===== config.mk =====
export PLATFORM = sky130hd
export DESIGN_NAME = free_list_slot_allocator
export DESIGN_NICKNAME = d
export VERILOG_FILES = /design/src/rtl/core/fla_pkg.sv /design/src/rtl/core/fla_ctrl.sv /design/src/rtl/core/fla_dp.sv /design/src/rtl/core/free_list_slot_allocator.sv
export SDC_FILE = /design/constraint.sdc
export NUM_CORES = 2
export LEC_CHECK = 0
export BUFFER_PORTS_ARGS = -buffer_cell sky130_fd_sc_hd__buf_2
export CELL_PAD_IN_SITES_DETAIL_PLACEMENT = 2
export CELL_PAD_IN_SITES_GLOBAL_PLACEMENT = 2
export CORE_MARGIN = 8
export CORE_UTILIZATION = 39
export DETAILED_ROUTE_END_ITERATION = 12
export PLACE_DENSITY = 0.64
export SLEW_MARGIN = 20
export SYNTH_ARGS = -nofsm -noshare
export SYNTH_HDL_FRONTEND = slang
export SYNTH_SLANG_ARGS = --single-unit

===== constraint.sdc =====
create_clock -name clk -period 48.1 [get_ports clk]
set_input_delay 4.81 -clock clk [delete_from_list [all_inputs] [get_ports clk]]
set_output_delay 4.81 -clock clk [all_outputs]
set_load 0.05 [all_outputs]

===== src/rtl/core/fla_pkg.sv =====
// ----------------------------------------------------------------------------
// Free list slot allocator package
// Shared constants, codes and types for the slot allocator.
// ----------------------------------------------------------------------------
package fla_pkg;

  localparam int unsigned POOL_SLOTS = 256;
  localparam int unsigned IDX_W      = 8;
  localparam int unsigned CNT_W      = 9;

  localparam logic [CNT_W-1:0] POOL_SLOTS_CNT = CNT_W'(POOL_SLOTS);
  localparam logic [CNT_W-1:0] LIMIT_RESET    = CNT_W'(256);

  localparam logic KIND_ALLOC = 1'b0;
  localparam logic KIND_FREE  = 1'b1;

  localparam logic [1:0] STATUS_OK      = 2'd0;
  localparam logic [1:0] STATUS_FULL    = 2'd1;
  localparam logic [1:0] STATUS_IGNORED = 2'd2;

  typedef struct packed {
    logic             used;
    logic [IDX_W-1:0] next;
    logic             tail;
  } link_t;

  typedef struct packed {
    logic load;
    logic exec;
  } cmd_t;

endpackage


===== src/rtl/core/fla_ctrl.sv =====
// ----------------------------------------------------------------------------
// Slot allocator controller
// Two-state sequencer that loads a request and then executes it.
// ----------------------------------------------------------------------------
module fla_ctrl (
  input  logic          clk,
  input  logic          rst_n,
  input  logic          start,
  output logic          busy,
  output logic          out_strobe,
  output logic          cfg_ready,
  output fla_pkg::cmd_t cmd
);

  localparam logic ST_IDLE = 1'b0;
  localparam logic ST_EXEC = 1'b1;

  logic state_r;
  logic state_nxt;
  logic strobe_r;

  always_comb begin
    unique case (state_r)
      ST_IDLE: state_nxt = start ? ST_EXEC : ST_IDLE;
      ST_EXEC: state_nxt = ST_IDLE;
      default: state_nxt = ST_IDLE;
    endcase
  end

  always_ff @(posedge clk) begin
    if (!rst_n) begin
      state_r  <= ST_IDLE;
      strobe_r <= 1'b0;
    end else begin
      state_r  <= state_nxt;
      strobe_r <= (state_r == ST_EXEC);
    end
  end

  assign busy       = (state_r == ST_EXEC);
  assign cfg_ready  = (state_r == ST_IDLE) && !start;
  assign out_strobe = strobe_r;
  assign cmd.load   = start && (state_r == ST_IDLE);
  assign cmd.exec   = (state_r == ST_EXEC);

  a_busy_one_cycle: assert property (@(posedge clk) disable iff (!rst_n)
    busy |=> !busy) else $error("busy held longer than one cycle");

  a_load_then_exec: assert property (@(posedge clk) disable iff (!rst_n)
    cmd.load |=> cmd.exec) else $error("load not followed by execute");

  a_strobe_after_exec: assert property (@(posedge clk) disable iff (!rst_n)
    cmd.exec |=> out_strobe) else $error("execute gave no result strobe");

  a_strobe_source: assert property (@(posedge clk) disable iff (!rst_n)
    out_strobe |-> $past(cmd.exec)) else $error("strobe without execute");

endmodule


===== src/rtl/core/fla_dp.sv =====
// ----------------------------------------------------------------------------
// Slot allocator datapath
// Link store, free list head, high-water counter, limit register and result.
// ----------------------------------------------------------------------------
module fla_dp (
  input  logic                       clk,
  input  logic                       rst_n,
  input  fla_pkg::cmd_t              cmd,
  input  logic                       in_kind,
  input  logic [fla_pkg::IDX_W-1:0]  in_slot_index,
  input  logic                       cfg_we,
  input  logic [fla_pkg::CNT_W-1:0]  cfg_slot_limit,
  output logic [1:0]                 out_status,
  output logic [fla_pkg::IDX_W-1:0]  out_granted_index
);

  fla_pkg::link_t mem [fla_pkg::POOL_SLOTS];

  logic [fla_pkg::CNT_W-1:0] limit_r;
  logic                      head_valid_r;
  logic                      head_valid_nxt;
  logic [fla_pkg::IDX_W-1:0] head_idx_r;
  logic [fla_pkg::IDX_W-1:0] head_idx_nxt;
  logic [fla_pkg::CNT_W-1:0] hw_r;
  logic [fla_pkg::CNT_W-1:0] hw_nxt;
  logic                      kind_r;
  logic [fla_pkg::IDX_W-1:0] idx_r;
  fla_pkg::link_t            rd_data_r;
  logic [1:0]                status_r;
  logic [1:0]                status_nxt;
  logic [fla_pkg::IDX_W-1:0] granted_r;
  logic [fla_pkg::IDX_W-1:0] granted_nxt;

  logic [fla_pkg::IDX_W-1:0] rd_addr;
  logic                      mem_we;
  logic [fla_pkg::IDX_W-1:0] wr_addr;
  fla_pkg::link_t            wr_data;
  logic [fla_pkg::CNT_W-1:0] eff_limit;

  assign rd_addr   = (in_kind == fla_pkg::KIND_FREE) ? in_slot_index : head_idx_r;
  assign eff_limit = (limit_r > fla_pkg::POOL_SLOTS_CNT) ? fla_pkg::POOL_SLOTS_CNT : limit_r;

  always_comb begin
    head_valid_nxt = head_valid_r;
    head_idx_nxt   = head_idx_r;
    hw_nxt         = hw_r;
    status_nxt     = fla_pkg::STATUS_OK;
    granted_nxt    = '0;
    mem_we         = 1'b0;
    wr_addr        = idx_r;
    wr_data        = '{used: 1'b1, next: '0, tail: 1'b0};
    if (kind_r == fla_pkg::KIND_ALLOC) begin
      priority if (head_valid_r) begin
        granted_nxt    = head_idx_r;
        head_valid_nxt = !rd_data_r.tail;
        head_idx_nxt   = rd_data_r.tail ? '0 : rd_data_r.next;
        mem_we         = 1'b1;
        wr_addr        = head_idx_r;
      end else if (hw_r < eff_limit) begin
        granted_nxt = hw_r[fla_pkg::IDX_W-1:0];
        hw_nxt      = hw_r + 1'b1;
        mem_we      = 1'b1;
        wr_addr     = hw_r[fla_pkg::IDX_W-1:0];
      end else begin
        status_nxt = fla_pkg::STATUS_FULL;
      end
    end else begin
      if (({1'b0, idx_r} >= hw_r) || !rd_data_r.used) begin
        status_nxt = fla_pkg::STATUS_IGNORED;
      end else begin
        mem_we         = 1'b1;
        wr_addr        = idx_r;
        wr_data        = '{used: 1'b0,
                           next: head_valid_r ? head_idx_r : '0,
                           tail: !head_valid_r};
        head_valid_nxt = 1'b1;
        head_idx_nxt   = idx_r;
      end
    end
  end

  always_ff @(posedge clk) begin
    if (cmd.exec && mem_we) begin
      mem[wr_addr] <= wr_data;
    end
    if (cmd.load) begin
      rd_data_r <= mem[rd_addr];
    end
  end

  always_ff @(posedge clk) begin
    if (!rst_n) begin
      limit_r      <= fla_pkg::LIMIT_RESET;
      head_valid_r <= 1'b0;
      head_idx_r   <= '0;
      hw_r         <= '0;
    end else begin
      if (cfg_we) begin
        limit_r <= cfg_slot_limit;
      end
      if (cmd.exec) begin
        head_valid_r <= head_valid_nxt;
        head_idx_r   <= head_idx_nxt;
        hw_r         <= hw_nxt;
      end
    end
  end

  always_ff @(posedge clk) begin
    if (cmd.load) begin
      kind_r <= in_kind;
      idx_r  <= in_slot_index;
    end
    if (cmd.exec) begin
      status_r  <= status_nxt;
      granted_r <= granted_nxt;
    end
  end

  assign out_status        = status_r;
  assign out_granted_index = granted_r;

endmodule


===== src/rtl/core/free_list_slot_allocator.sv =====
// ----------------------------------------------------------------------------
// Free list slot allocator
// Hands out and takes back slots of a fixed pool through a LIFO free list.
//
// Channel  Ports                                   Transaction
// input    start, busy, in_kind, in_slot_index      start high while busy low
// result   out_strobe, out_status, out_granted_index one cycle, out_strobe high
// config   cfg_valid, cfg_ready, cfg_slot_limit     cfg_valid and cfg_ready high
//
// Each request takes two steps: a load that reads the link store, then an execute that updates it.
// Busy is high in the update cycle; the result shows in the cycle after it.
// A new request is taken while the previous result is on the ports.
// Reset is synchronous; the link store is not cleared and needs no sweep.
// The receiver cannot stall the result.
// ----------------------------------------------------------------------------
module free_list_slot_allocator (
  input  logic                      clk,
  input  logic                      rst_n,
  input  logic                      start,
  output logic                      busy,
  input  logic                      in_kind,
  input  logic [fla_pkg::IDX_W-1:0] in_slot_index,
  output logic                      out_strobe,
  output logic [1:0]                out_status,
  output logic [fla_pkg::IDX_W-1:0] out_granted_index,
  input  logic                      cfg_valid,
  output logic                      cfg_ready,
  input  logic [fla_pkg::CNT_W-1:0] cfg_slot_limit
);

  fla_pkg::cmd_t cmd;

  fla_ctrl u_ctrl (
    .clk        (clk),
    .rst_n      (rst_n),
    .start      (start),
    .busy       (busy),
    .out_strobe (out_strobe),
    .cfg_ready  (cfg_ready),
    .cmd        (cmd)
  );

  fla_dp u_dp (
    .clk               (clk),
    .rst_n             (rst_n),
    .cmd               (cmd),
    .in_kind           (in_kind),
    .in_slot_index     (in_slot_index),
    .cfg_we            (cfg_valid && cfg_ready),
    .cfg_slot_limit    (cfg_slot_limit),
    .out_status        (out_status),
    .out_granted_index (out_granted_index)
  );

endmodule


# After elaboration in Yosys (flattened, before gate mapping)
# Memory sizes are Yosys's and may differ from the RTL's. A register that Yosys moved wholly into a read port is not among the register bits.
# Index checks and enable logic that the tools add are counted.
dict set report classes {
  bitwise_logic 3
  n_mux 29
  n_lt_le_gt_ge 3
  n_addsub 1
  reduce_logical 13
  eq_ne 1
}
# cell count
set op_table {}
lappend op_table {{$mux W8} 11}
lappend op_table {{$mux W10} 2}
lappend op_table {{$mux W1} 11}
lappend op_table {{$add A9 B1 Y9 const B} 1}
lappend op_table {{$ge A8 B9 Y1} 1}
lappend op_table {{$gt A9 B9 Y1 const B} 1}
lappend op_table {{$lt A9 B9 Y1} 1}
lappend op_table {{$mux W9} 1}
lappend op_table {{$mux W2} 3}
lappend op_table {{$logic_and A1 B1 Y1} 4}
lappend op_table {{$logic_not A1 Y1} 4}
lappend op_table {{$reduce_and A4 Y1} 1}
lappend op_table {{$not A1 Y1} 3}
lappend op_table {{$reduce_and A3 Y1} 1}
lappend op_table {{$ne A2 B2 Y1 const B} 1}
lappend op_table {{$pmux W1 S2} 1}
lappend op_table {{$reduce_and A2 Y1} 1}
lappend op_table {{$reduce_bool A2 Y1} 1}
lappend op_table {{$logic_or A1 B1 Y1} 1}
dict set report word_totals {
  in_bits 22
  reg_bits 48
  memories 1
  ram_bits 2560
  out_inout_bits 13
  word_cells 61
}
# memory depth word_bits rd rd_ports_with_merged_regs write_ports line_no
set memory_table {}
lappend memory_table {u_dp.mem 256 10 1 1 1 fla_dp.sv:17} ;# fla_pkg::link_t mem [fla_pkg::POOL_SLOTS];

# Logic depth before layout (Yosys ltp)
dict set report depth {
  depth_word 9
  ltp_mapped 15
  depth_no_buf 12
}

# Hierarchy
# Synthesis repeated with hierarchy kept, for this count alone.
dict set report hier_totals {
  cells_unflattened 6549
  area_unflattened_um2 103748.3
}
# module seq_area_each_um2 area_per_inst_um2 cells_each n_inst
set modules_own_cells {}
lappend modules_own_cells {fla_dp 78285.1 103668.2 6541 1}
lappend modules_own_cells {fla_ctrl 40.0 73.8 7 1}
lappend modules_own_cells {free_list_slot_allocator 0.0 6.3 1 1}

# Worst setup path before layout
# Ideal clock, no wire load.
dict set report synth_timing {
  kind {register to register}
  from {reg u_dp.hw_r[4] (netlist name)}
  to {mem u_dp.mem[0][2] (netlist name) (data pin)}
  t_arrival_ps 35943
  setup_time_ps 4372
  synth_period_minus_slack_ps 40315
  n_path_buf 0
  path_stages_with_launch 9
  required_time_ps 43728
  slack_ps 7785
  cell_sequence {dfxtp_1 inv_1 ha_1 a21o_1 a21o_1 a21oi_1 o21a_1 o311ai_1 nor3_1}
}
# item line_no
set synth_rtl {}
lappend synth_rtl {{start, declared} fla_dp.sv:24} ;# logic [fla_pkg::CNT_W-1:0] hw_r;
lappend synth_rtl {{start signal, assigned} fla_dp.sv:104} ;# hw_r <= hw_nxt;
lappend synth_rtl {{end, declared} fla_dp.sv:17}

# Worst setup path in the final report
dict set report layout_timing {
  from {in in_kind}
  to {reg u_dp.rd_data_r[6] (netlist name)}
}
dict set report layout_between {
  elab_chain_cells 1
}
# item line_no
set layout_rtl {}
lappend layout_rtl {{start, declared} free_list_slot_allocator.sv:21} ;# input logic in_kind,
lappend layout_rtl {{$mux W8} fla_dp.sv:40} ;# assign rd_addr = (in_kind == fla_pkg::KIND_FREE) ? in_slot_index : head_idx_r;
# No other way between the ends.
# A chain may end at the register's enable or synchronous reset.

==> flow_summary.yaml <==
global_routing:
  antenna_found_initial: 22
  gr-total-overflow: 0
  grtUsageTotal_pct: 25.4
  grt_pass1_vias: 65700
  grt_max_degree: 225
  grt_pass1_wl_mm: 514
pwr:
  p_total_mw: 4.89
  p_leak_nw: 33.8
  powerDensity_mw_per_mm2: 41.5
  ir_worst_vdd_v: 0.0000313
layout:
  syn2layout_area_growth_pct: 14.0
  layout_common_cells: "edfxtp_1, nand2_1, mux2i_1, nand3_1, clkbuf_16"
  drive_above_1_share_pct: 15.2
  final_cells: 10300
  layout_commonest_cell: "edfxtp_1"
  fill_cells: 24900
  nets: 6536
setup_path:
  path_cells: "buf_2, buf_4, mux2_8, buf_4, buf_12, buf_12, mux4_2, a2111oi_0, nor3_1, nor3_1, a21boi_1, or4_1"
  arrival_ns: 11.60
  crit_type: "in -> reg"
  cpPeakStageDelay_ns: 0.96
  cp_data_required_time_ns: 48.69
  end_kind: "flip-flop"
  worst_path_max_delay_cell: "nor3_1"
  start_kind: "input port"
  crit_fanout: 99
timing:
  period_needed_ns: 11.02
  tns_ns: 0
  clock_skew_ns: 0.0580
  grt_setup_unrepaired: "false"
  hold_violations: 0
  post-route-period-util_pct: 22.9
  setup_slack_ns: 37.08
  max_slew_margin_pct: 17.2
  setup_viol: 0
  worstMarginPinSlew_ns: 1.24
  max_freq_mhz: 90.8
  slew_violations: 0
logic_synthesis:
  synth_top_family_by_area: "multiplexers"
  syn-num-nets: 6375
  synth_warnings: 0
  ys_ff_latch: 2618
  synth_edf_count: 2589
  synth_area_mm2: 0.103
  synth_xor_xnor_area_share_pct: 0.0508
  synth-simple-area-share_pct: 6.58
  synthFlopType: "edfxtp_1"
  async_reset_ff_share_pct: 0
  synthMuxAreaShare_pct: 9.49
  synth_compound_area_share_pct: 6.11
  synth_cell_type_count: 74
  synthCells: 6336
  ys_seq_area_share_pct: 75.7
  avgSynthCellArea_um2: 16.3
  synth_fa_ha_area_share_pct: 0.206
placed_design:
  routabilityCongestion: 0.795
  dp_slack_ns: 36.17
  port_buffers: 34
  dp_hpwl_mm: 218
  post-place-cells: 9733
clock_network:
  clkSinkCount: 2618
  cts_buffers: 293
  cts.path.max_buffers: 4
  post_cts_buffers: 0
  root_buffer: "clkbuf_16"
  clk_pin_slew_ns: 0.06
  hold_buffers: 0
  tritoncts: "built"
  cts-resized-gates: 0
  htreeDepth: 5
  clock_latency_ns: 0.87
die:
  fp.dieH_um: 531
  die_w_um: 531
  io_pins: 35
  die_area_mm2: 0.282
  num_rows: 189
  start_util_pct: 39.1
  core_mm2: 0.264
detailed_routing:
  drt_first_iter_violations: 5705
  vias: 61600
  wl_mm: 366
  routedWlPerCell_um: 35.7
  dr.pass1.iters: 6
  ant_nets: 0
  viasPerCell: 6.01
  route.detailed.drc: 0
worst_hold_path:
  holdCritPathClass: "reg -> reg"
flow_run:
  maxCapViolCount: 0
run_status:
  run_status: "finished clean"
-- per-layer routing --
metal	GRT usage (%)	part of all wire, %	routed length [um]
met1	34.0	42	153000
met2	42.5	49	178000
met3	3.61	5.5	20000
met4	9.06	4.1	14900
met5	0	0.0074	27
-- synth_stat cells, types with 6 or more instances --
| library cell | count | area [um2] |
|---|---|---|
| o21ai_0 | 138 | 691 |
| and2_1 | 7 | 43.8 |
| clkbuf_1 | 201 | 754 |
| buf_6 | 9 | 101 |
| o2111ai_1 | 7 | 61.3 |
| o32ai_1 | 8 | 70.1 |
| buf_4 | 34 | 255 |
| nor3_1 | 93 | 465 |
| buf_2 | 99 | 495 |
| a22oi_1 | 10 | 75.1 |
| mux2i_1 | 517 | 5170 |
| o211a_1 | 6 | 60.1 |
| ha_1 | 17 | 213 |
| a211oi_1 | 9 | 67.6 |
| a21boi_0 | 12 | 90.1 |
| a2111oi_0 | 45 | 394 |
| inv_1 | 32 | 120 |
| o32a_1 | 7 | 70.1 |
| o31ai_1 | 6 | 45.0 |
| nor2_1 | 282 | 1060 |
| and3_1 | 10 | 62.6 |
| a21o_1 | 13 | 97.6 |
| dfxtp_1 | 29 | 581 |
| nand2_1 | 845 | 3170 |
| o221ai_1 | 122 | 1070 |
| o22ai_1 | 153 | 957 |
| a311oi_1 | 55 | 482 |
| nand4_1 | 38 | 238 |
| nand3_1 | 316 | 1580 |
| a21oi_1 | 222 | 1110 |
| a31oi_1 | 46 | 288 |
| mux4_2 | 204 | 4590 |
| edfxtp_1 | 2589 | 77700 |
| o41ai_1 | 26 | 228 |
| buf_1 | 47 | 176 |
-- path summary, 6_finish.rpt --
kind | start | endpoint | slack, ns | cells past startpoint
worst max-delay path | in_kind | u_dp.rd_data_r[6] | 37.08 | 12
worst max register to register | u_dp.head_idx_r[1] | u_dp.rd_data_r[6] | 41.05 | 10
worst min register to register | u_dp.limit_r[0] | u_dp.limit_r[0] | 0.47 | 2
worst min-delay path | u_dp.limit_r[0] | u_dp.limit_r[0] | 0.47 | 2
-- kinds of logic (layout without fill, tap and decap cells) --
family | count (synthesis) | after routing
multiplexers | 725 | 725
other | 0 | 9
buffers and inverters | 423 | 800
adder cells (fa/ha/maj) | 17 | 17
XOR/XNOR | 6 | 6
flip-flops | 2618 | 2618
AND/OR/NAND/NOR | 1616 | 1616
AO/OA/AOI/OAI | 931 | 931
-- stage by stage --
stage	instance area (um2)	utilization, %	hold slack, ns
floorplan	103000	-	0.436
finish	118000	44.6	0.473
detailed placement	109000	41.2	0.471
CTS	118000	44.5	0.480
global placement	109000	41.1	0.458
global route	118000	44.6	0.503
-- critical path: cells and delay by family --
kind / cells / cell delay [ns]
AOI/OAI and AO/OA: 2 / 1.44
and+or+nand+nor: 3 / 1.89
muxes: 2 / 1.06
buffers and inverters: 5 / 2.12
-- sequential cells by signal (all words and copies together) (netlist names) --
| name | cells |
|---|---|
| u_ctrl.busy | 1 |
| u_ctrl.out_strobe | 1 |
| u_dp.head_idx_r | 8 |
| u_dp.head_valid_r | 1 |
| u_dp.hw_r | 9 |
| u_dp.idx_r | 8 |
| u_dp.kind_r | 1 |
| u_dp.limit_r | 9 |
| u_dp.mem | 2560 |
| u_dp.out_granted_index | 8 |
| u_dp.out_status | 2 |
| u_dp.rd_data_r | 10 |
-- final cells by class --
cell class	instances	area (um2)	share of cell area [%]
tap	3533	4420	3.75
clock buffer	376	7880	6.68
multi-input combinational	3295	24100	20.4
sequential	2618	78300	66.4
clock inverter	135	972	0.824
antenna	9	22.5	0.0191
timing repair buffer	256	2140	1.82
inverter	33	124	0.105
-- power by group --
| group | switching [mW] | leakage (nW) | internal, mW | total, mW |
|---|---|---|---|---|
| Clock | 0.916 | 4.33 | 1.22 | 2.14 |
| Combinational | 0.200 | 10.0 | 0.0729 | 0.273 |
| Sequential | 0.00655 | 19.4 | 2.48 | 2.49 |
Power figures use the tool's default switching activity.
